`config.mk`:
```
export PLATFORM = sky130hd
export DESIGN_NAME = pct_cell
export DESIGN_NICKNAME = d
export VERILOG_FILES = /design/src/design/pct_pkg.sv /design/src/design/pct_cell.sv
export SDC_FILE = /design/constraint.sdc
export NUM_CORES = 1
export LEC_CHECK = 0
export ABC_AREA = 1
export CAP_MARGIN = 20
export CORE_AREA = 2 2 143 145
export DETAILED_ROUTE_END_ITERATION = 12
export DIE_AREA = 0 0 145 147
export DONT_BUFFER_PORTS = 1
export GPL_TIMING_DRIVEN = 1
export PLACE_DENSITY_LB_ADDON = 0.05
export SLEW_MARGIN = 20
export SYNTH_ARGS = -nofsm -noshare
export SYNTH_HDL_FRONTEND = slang
export SYNTH_SLANG_ARGS = --single-unit
```
`constraint.sdc`:
```
create_clock -name clk -period 3.8 [get_ports clk]
set_clock_uncertainty 0.15 [all_clocks]
set_input_delay 0.38 -clock clk [delete_from_list [all_inputs] [get_ports clk]]
set_output_delay 0.38 -clock clk [all_outputs]
set_load 0.05 [all_outputs]
```
`src/design/pct_pkg.sv`:
```
`timescale 1ns / 1ps
// ----------------------------------------------------------------------------
// pct_pkg: shared types and constants of the preload confidence table
// Transaction payloads, the lookup token that walks the cell chain, the
// commit broadcast and the confidence threshold functions.
// ----------------------------------------------------------------------------
package pct_pkg;

  localparam int TAG_W   = 64;
  localparam int INDEX_W = 32;
  localparam int COUNT_W = 4;
  localparam int LEVEL_W = 2;

  localparam logic [COUNT_W-1:0] COUNT_MAX = 4'd15;
  localparam logic [LEVEL_W-1:0] LEVEL_MAX = 2'd3;
  localparam logic [4:0]         DIST_STEP    = 5'd5;
  localparam logic [COUNT_W-1:0] PROMOTE_STEP = 4'd3;

  typedef struct packed {
    logic [TAG_W-1:0]   block_tag;
    logic [INDEX_W-1:0] access_index;
  } in_t;

  typedef struct packed {
    logic [LEVEL_W-1:0] preload_level;
    logic               table_hit;
  } out_t;

  // lookup token handed from cell to cell
  typedef struct packed {
    logic               valid;
    logic               found;
    logic [LEVEL_W-1:0] level;
    in_t                query;
  } token_t;

  // end-of-walk update sent to every cell at once
  typedef struct packed {
    logic valid;
    logic found;
    in_t  query;
  } commit_t;

  // largest index distance that still counts as a hit: (level+1)*5
  function automatic logic [4:0] dist_limit(input logic [LEVEL_W-1:0] lvl);
    logic [4:0] lim;
    begin
      lim = DIST_STEP * (5'(lvl) + 5'd1);
      return lim;
    end
  endfunction

  // hit count at which the level steps up: (level+1)*3
  function automatic logic [COUNT_W-1:0] promote_limit(input logic [LEVEL_W-1:0] lvl);
    logic [COUNT_W-1:0] lim;
    begin
      lim = PROMOTE_STEP * (COUNT_W'(lvl) + 4'd1);
      return lim;
    end
  endfunction

endpackage

```
`src/design/pct_cell.sv`:
```
`timescale 1ns / 1ps
// ----------------------------------------------------------------------------
// pct_cell: one table entry of the preload confidence table
// Holds tag, base index, hit count, level and recency rank of one entry.
// Checks the passing lookup token, updates its counters on a first match and
// hands the token on to the next cell; applies the commit broadcast.
// ----------------------------------------------------------------------------
module pct_cell #(
  parameter int ENTRIES = 16,
  parameter int INDEX   = 0
) (
  input  logic                         clk,
  input  logic                         rst_n,
  input  pct_pkg::token_t              tok_in,
  input  logic [$clog2(ENTRIES)-1:0]   rank_in,
  output pct_pkg::token_t              tok_out,
  output logic [$clog2(ENTRIES)-1:0]   rank_out,
  input  pct_pkg::commit_t             cmt,
  input  logic [$clog2(ENTRIES)-1:0]   cmt_rank
);
  import pct_pkg::*;

  localparam int RANK_W = $clog2(ENTRIES);

  logic [TAG_W-1:0]   tag_r;
  logic [INDEX_W-1:0] base_r;
  logic [COUNT_W-1:0] cnt_r,  cnt_nxt;
  logic [LEVEL_W-1:0] lvl_r,  lvl_nxt;
  logic [RANK_W-1:0]  rank_r;
  token_t             tok_r,  tok_nxt;
  logic [RANK_W-1:0]  tok_rank_r, tok_rank_nxt;

  logic               match;
  logic [INDEX_W-1:0] idx_gap;
  logic               near;

  assign match   = tok_in.valid && !tok_in.found && (tag_r == tok_in.query.block_tag);
  assign idx_gap = tok_in.query.access_index - base_r;
  assign near    = idx_gap <= INDEX_W'(dist_limit(lvl_r));

  always_comb begin
    cnt_nxt = cnt_r;
    if (near && (cnt_r != COUNT_MAX)) begin
      cnt_nxt = cnt_r + 4'd1;
    end
    lvl_nxt = lvl_r;
    if ((cnt_nxt >= promote_limit(lvl_r)) && (lvl_r != LEVEL_MAX)) begin
      lvl_nxt = lvl_r + 2'd1;
    end
  end

  always_comb begin
    tok_nxt      = tok_in;
    tok_rank_nxt = rank_in;
    if (match) begin
      tok_nxt.found = 1'b1;
      tok_nxt.level = lvl_nxt;
      tok_rank_nxt  = rank_r;
    end
  end

  always_ff @(posedge clk) begin
    if (!rst_n) begin
      tok_r.valid <= 1'b0;
    end else begin
      tok_r <= tok_nxt;
    end
    tok_rank_r <= tok_rank_nxt;
  end

  always_ff @(posedge clk) begin
    if (!rst_n) begin
      tag_r  <= '0;
      base_r <= '0;
      cnt_r  <= '0;
      lvl_r  <= '0;
      rank_r <= RANK_W'(INDEX);
    end else begin
      if (match) begin
        cnt_r <= cnt_nxt;
        lvl_r <= lvl_nxt;
      end
      if (cmt.valid) begin
        if (rank_r < cmt_rank) begin
          rank_r <= rank_r + 1'b1;
        end else if (rank_r == cmt_rank) begin
          rank_r <= '0;
          // miss: the least recent entry takes over the new stream
          if (!cmt.found) begin
            tag_r  <= cmt.query.block_tag;
            base_r <= cmt.query.access_index;
            cnt_r  <= '0;
            lvl_r  <= '0;
          end
        end
      end
    end
  end

  assign tok_out  = tok_r;
  assign rank_out = tok_rank_r;

endmodule

```
==> results of run 1 <==
[repair_timing]
item / 4_1_cts / 5_1_grt
setup endpoints to repair: 4 / 4
resized for setup: 11 / 13
hold buffers: 233 / 0
setup buffers: 10 / 1
hold endpoints to repair: 303 / 0
pin swaps: 5 / 5
[cell type report]
class	count	area share [%]
inverter	261	6.47
sequential	210	34.3
tap	270	2.23
multi-input combinational	949	33.2
antenna	4	0.0660
clock inverter	10	0.948
timing repair buffer	296	18.7
clock buffer	30	4.16
[worst min-delay path, cell delays in order]
cell     delay, ns
inv_1         0.08
o21ai_0       0.09
nand2_1       0.05
a21oi_1       0.04
[path summary, 6_finish.rpt]
path | startpoint | endpoint
worst min-delay path | cmt[97] | rank_r[0]
worst max-delay path | base_r[2] | tok_out[96]
worst max register to register | base_r[2] | tok_out[96]
worst min register to register | base_r[14] | base_r[14]
[cells by family (layout without fill, tap and decap cells)]
logic type | count (synthesis) | after routing | synth area share, %
AND/OR/NAND/NOR | 640 | 640 | 24.4
flip-flops | 210 | 210 | 46.1
XOR/XNOR | 30 | 30 | 2.33
AO/OA/AOI/OAI | 226 | 226 | 11.0
other | 0 | 4 | 0
adder cells (fa/ha/maj) | 53 | 53 | 5.95
buffers and inverters | 293 | 597 | 10.2
[metal layers]
metal / GRT usage, % / vias to the layer above
met5: 0 / -
met4: 12.8 / 0
met3: 8.35 / 119
met2: 55.6 / 529
met1: 39.3 / 4898
li1: - / 5229
[per-stage QoR]
stage / utilization, % / std cells / total power [mW]
after floorplan: - / 1452 / 3.32
after global placement: 59.8 / 1742 / 3.47
after detailed placement: 59.8 / 1742 / 3.48
after CTS: 76.1 / 2025 / 5.99
after global routing: 76.4 / 2029 / 6.25
final: 76.5 / 2030 / 6.04
[sequential cells by signal, indices dropped and copies added (netlist names)]
register,cells
rank_out,4
cnt_r,4
tag_r,64
rank_r,4
tok_out,100
base_r,32
lvl_r,2
[power breakdown]
group / internal, mW / leakage, nW / switching, mW
logic: 0.396 / 4.76 / 0.458
registers: 2.50 / 1.87 / 0.362
clock network: 1.37 / 0.374 / 0.950
[cell usage after synthesis, drive strengths merged (2+ instances only)]
| cell type | number | area share [%] |
|---|---|---|
| nand2 | 365 | 12 |
| inv | 259 | 8.6 |
| nor2 | 152 | 5.4 |
| o21ai | 113 | 5.0 |
| dfxtp | 111 | 20 |
| edfxtp | 99 | 26 |
| a21oi | 89 | 4.1 |
| ha | 52 | 5.8 |
| nand3 | 49 | 2.3 |
| nand4 | 26 | 1.4 |
| xor2 | 24 | 1.9 |
| clkbuf | 21 | 0.70 |
| or2 | 15 | 0.83 |
| nor3 | 12 | 0.77 |
| buf | 11 | 0.82 |
| nor4 | 9 | 0.50 |
| nand3b | 6 | 0.40 |
| xnor2 | 6 | 0.47 |
| and2 | 5 | 0.28 |
| o22ai | 5 | 0.28 |
| o2111ai | 4 | 0.31 |
| o211ai | 3 | 0.20 |
| o21bai | 3 | 0.23 |
| a221oi | 2 | 0.31 |
| a22o | 2 | 0.16 |
| clkinv | 2 | 0.067 |
[cell usage in the layout (no fill, tap or decap), types with 6 or more instances in the layout]
master and count:
a21oi_1 83, buf_4 62, clkbuf_16 22, dfxtp_1 108
dlygate4sd3_1 232, edfxtp_1 99, ha_1 48, inv_1 247
inv_2 11, nand2_1 349, nand2_2 16, nand3_1 45
nand3b_1 6, nand4_1 26, nor2_1 141, nor2_2 8
nor3_1 8, nor4_1 9, o21ai_0 111, or2_2 14
xor2_1 24
==> results.yml, run 1 <==
finish:
  nets: 2001
  design_area_um2: 15200
  drive_gt1_share_pct: 10.4
  multi_input_area_um2: 5030
  n_fill_cell: 1378
  area.sequential_um2: 5200
  area_delta_synth_final_pct: 34.6
yosys:
  synth_area_um2: 11300
  yosysUniqueCellTypes: 48
  synth_fp_nets: 1713
  yosysWarnings: 0
  syn_inst: 1452
  ys_seq_elements: 210
  synth_edf_count: 99
  seq_area_frac_synth_pct: 46.1
  synth-async-reset-ratio_pct: 0
  synth_flop_cell: "dfxtp_1"
  avgSynthCellArea_um2: 7.76
floorplan:
  dieArea_um2: 21300
  die_h_um: 147
  ios: 312
  fp.coreArea_um2: 19800
  die_w_um: 145
  initial_core_util_pct: 56.8
  rows: 52
clocking:
  numCtsBuffers: 22
  clock-sinks: 210
  clk_pin_slew_worst_paths_ns: 0.06
  cts_tree: "yes"
  clk_latency_ns: 0.52
  h-tree-depth: 1
  cts_root_buffer: "clkbuf_16"
  clockBufferDepth: 3
min_path:
  min_path_cells: 4
  hold_path_class: "in2reg"
placed_design:
  hpwl_um: 21700
  placed_area_um2: 11900
  numPortBuffers: 0
  dp_slack_ns: -0.317
  place.gp.congestion: 0.920
worst_setup_path:
  startpoint_type: "flip-flop"
  path_class: "reg2reg"
  critical-path-top-delay-family: "simple AND/OR/NAND/NOR gates"
  worstPathArrival_ns: 4.15
  cp.depth: 35
  path_max_fanout: 5
  critPathSlowestCell: "ha_1"
  cpPeakStageDelay_ns: 0.34
  rrSetupSlack_ns: -0.22
  required_ns: 3.93
  end_kind: "flip-flop"
  reg2reg_depth: 35
  cp_num_buf_inv: 6
  critical_path.most_common_cell: "nand2_1"
detailed_routing:
  viasPerCell: 5.31
  top_layer: "met4"
  met2_length_um: 16900
  drtPass1Iterations: 6
  routed-wl-met3_um: 3260
  drt_iter0_drc: 619
  drt-met1-wl_um: 13900
  antenna_left: 0
  wl_um: 35400
  vias: 10800
  route.detailed.drc: 0
  wl_per_cell_um: 17.4
timing:
  layout_setup_ws_ns: -0.220
  finalSetupViolations: 4
  fin_crit_ns: 4.02
  hold_viol: 0
  tns_ns: -0.691
  holdWs_ns: 0.0357
  final.period_utilization_pct: 106
  rsz0062_at_grt: "yes"
  drv_slew: 0
  max_slew.worst_pin.slew_ns: 0.803
  maxSlewHeadroom_pct: 45.9
  fmax_ghz: 0.249
run_status:
  status: "complete, but fails checks"
  violations: "setup timing"
global_route:
  antenna_found_initial: 4
  grt_pass1_wl_um: 55900
  grt_pass1_vias: 10900
  grt.total_usage_pct: 32.4
  grt-ovfl-total: 0
  grt_max_degree: 169
flow_run:
  cap_violations: 0
pwr:
  powerDensity_nw_per_um2: 398
  leakage_nw: 7.01
  peakVddDrop_v: 0.000418
(Power assumes the default switching activity.)
==> run 2, diff against run 1 <==
- RECOVER_POWER: not set -> 25
==> results.yml, run 2 (synthesized netlist as in run 1, its figures left out) <==
finish:
  nets: 2001
  drive_gt1_share_pct: 10.4
  most-common-layout-cells: "nand2_1 (349), inv_1 (247), dlygate4sd3_1 (232)"
  final_cells: 2029
  design_area_um2: 15100
  area_delta_synth_final_pct: 34.4
  layout_commonest_cell: "nand2_1"
  largest_register_ffs: 100
worst_setup_path:
  reg2reg_depth: 35
  rrSetupSlack_ns: -0.22
  cp_num_buf_inv: 6
  critPathSlowestCell: "ha_1"
  timing.rr.end: "tok_out[96]"
  critical_path.most_common_cell: "nand2_1"
  path_max_fanout: 5
  path_class: "reg2reg"
  cpPeakStageDelay_ns: 0.34
  r2r_start: "base_r[2]"
  worstPathArrival_ns: 4.15
  startpoint_type: "flip-flop"
  end_kind: "flip-flop"
  required_ns: 3.93
  critical-path-top-delay-family: "simple AND/OR/NAND/NOR gates"
clocking:
  clk_latency_ns: 0.52
  clk_pin_slew_worst_paths_ns: 0.06
  numCtsBuffers: 22
  h-tree-depth: 1
  clock-sinks: 210
  cts_tree: "yes"
  cts_root_buffer: "clkbuf_16"
  clockBufferDepth: 3
detailed_routing:
  vias: 10800
  wl_per_cell_um: 17.5
  route.detailed.drc: 0
  antenna_left: 0
  drtPass1Iterations: 5
  drt_iter0_drc: 703
  wl_um: 35500
  viasPerCell: 5.31
placed_design:
  hpwl_um: 21700
  placed_area_um2: 11900
  place_inst: 1742
  place.gp.congestion: 0.920
  numPortBuffers: 0
  dp_slack_ns: -0.317
timing:
  rsz0062_at_grt: "yes"
  max_slew.worst_pin.slew_ns: 3.62
  hold_viol: 0
  finalSetupViolations: 4
  drv_slew: 169
  final.period_utilization_pct: 106
  layout_setup_ws_ns: -0.220
  fin_crit_ns: 4.02
  maxSlewHeadroom_pct: -141
  fmax_ghz: 0.249
min_path:
  hold_path_class: "in2reg"
  min_path_cells: 4
  min_delay_worst_endpoint: "rank_r[0]"
  hp-start: "cmt[97]"
pwr:
  peakVddDrop_v: 0.000419
  powerDensity_nw_per_um2: 399
  leakage_nw: 7.00
global_route:
  grt.total_usage_pct: 32.4
  grt-ovfl-total: 0
  grt_pass1_vias: 10900
  grt_max_degree: 169
  grt_pass1_wl_um: 55900
  antenna_found_initial: 4
run_status:
  violations: "capacitance limit, slew limit, setup timing"
  status: "complete, but fails checks"
floorplan:
  rows: 52
  initial_core_util_pct: 56.8
  die_h_um: 147
  fp.coreArea_um2: 19800
  ios: 312
  die_w_um: 145
  dieArea_um2: 21300
flow_run:
  cap_violations: 1
-- run 2: changes by cell type in the layout (fill, tap and decap cells not counted) --
cell	before	now
clkbuf_2	0	1
buf_16	1	0
diode_2	4	3
-- run 2: power by group --
group | switching [mW] | leakage, nW | total [mW] | internal [mW]
combinational | 0.459 | 4.75 | 0.856 | 0.397
sequential | 0.362 | 1.87 | 2.87 | 2.51
clock | 0.946 | 0.374 | 2.32 | 1.37
-- run 2: layer usage --
| metal | track usage (%) | vias to the layer above | routed length (um) |
|---|---|---|---|
| met3 | 8.35 | 117 | 3310 |
| met4 | 12.8 | 0 | 1360 |
| met2 | 55.6 | 523 | 16900 |
| met5 | 0 | - | 0 |
| met1 | 39.3 | 4909 | 13900 |
| li1 | - | 5225 | - |
-- run 2: how the worst max path moves through the flow --
stage,slack (ns),end,startpoint,cells past startpoint
detailed placement,-0.32,tok_out[96],tok_in[0],32
floorplan,-0.08,tok_out[96],tok_in[0],31
finish,-0.22,tok_out[96],base_r[2],35
CTS,-0.17,tok_out[96],base_r[0],31
global placement,-0.23,tok_out[96],tok_in[0],32
global route,-0.58,tok_out[96],base_r[2],34
-- run 2: metrics by stage --
stage          power [mW]  utilization [%]  TNS [ns]  hold WS [ns]
4_1_cts              5.99             76.1    -0.429        0.0303
3_5_place_dp         3.48             59.8    -0.973         0.298
5_1_grt              6.26             76.3     -3.13        0.0699
2_1_floorplan        3.32                -   -0.0793         0.283
3_3_place_gp         3.47             59.8    -0.596         0.294
6_report             6.04             76.3    -0.691        0.0372
-- run 2: worst reg2reg max path, delay by kind of cell (launching register included) --
| family | cells | cell delay, ns |
|---|---|---|
| AO/OA/AOI/OAI | 4 | 0.47 |
| XOR/XNOR | 1 | 0.14 |
| adder cells (fa/ha/maj) | 3 | 0.81 |
| buffers and inverters | 6 | 0.33 |
| flip-flops | 1 | 0.31 |
| AND/OR/NAND/NOR | 21 | 1.53 |
-- run 2: final cells by class --
cell class                 instances  area, um^2
timing repair buffer             296        2810
tap                              270         338
sequential                       210        5200
multi-input combinational        949        5030
fill                            1382        4700
antenna                            3        7.51
inverter                         261         982
clock inverter                    10         144
clock buffer                      30         631
-- run 2: timing repair --
action / in CTS / in global routing
hold endpoints to repair: 303 / 0
pin swaps: 5 / 5
hold buffers: 233 / 0
setup endpoints to repair: 4 / 4
setup buffers: 10 / 1
gates resized for setup: 11 / 13
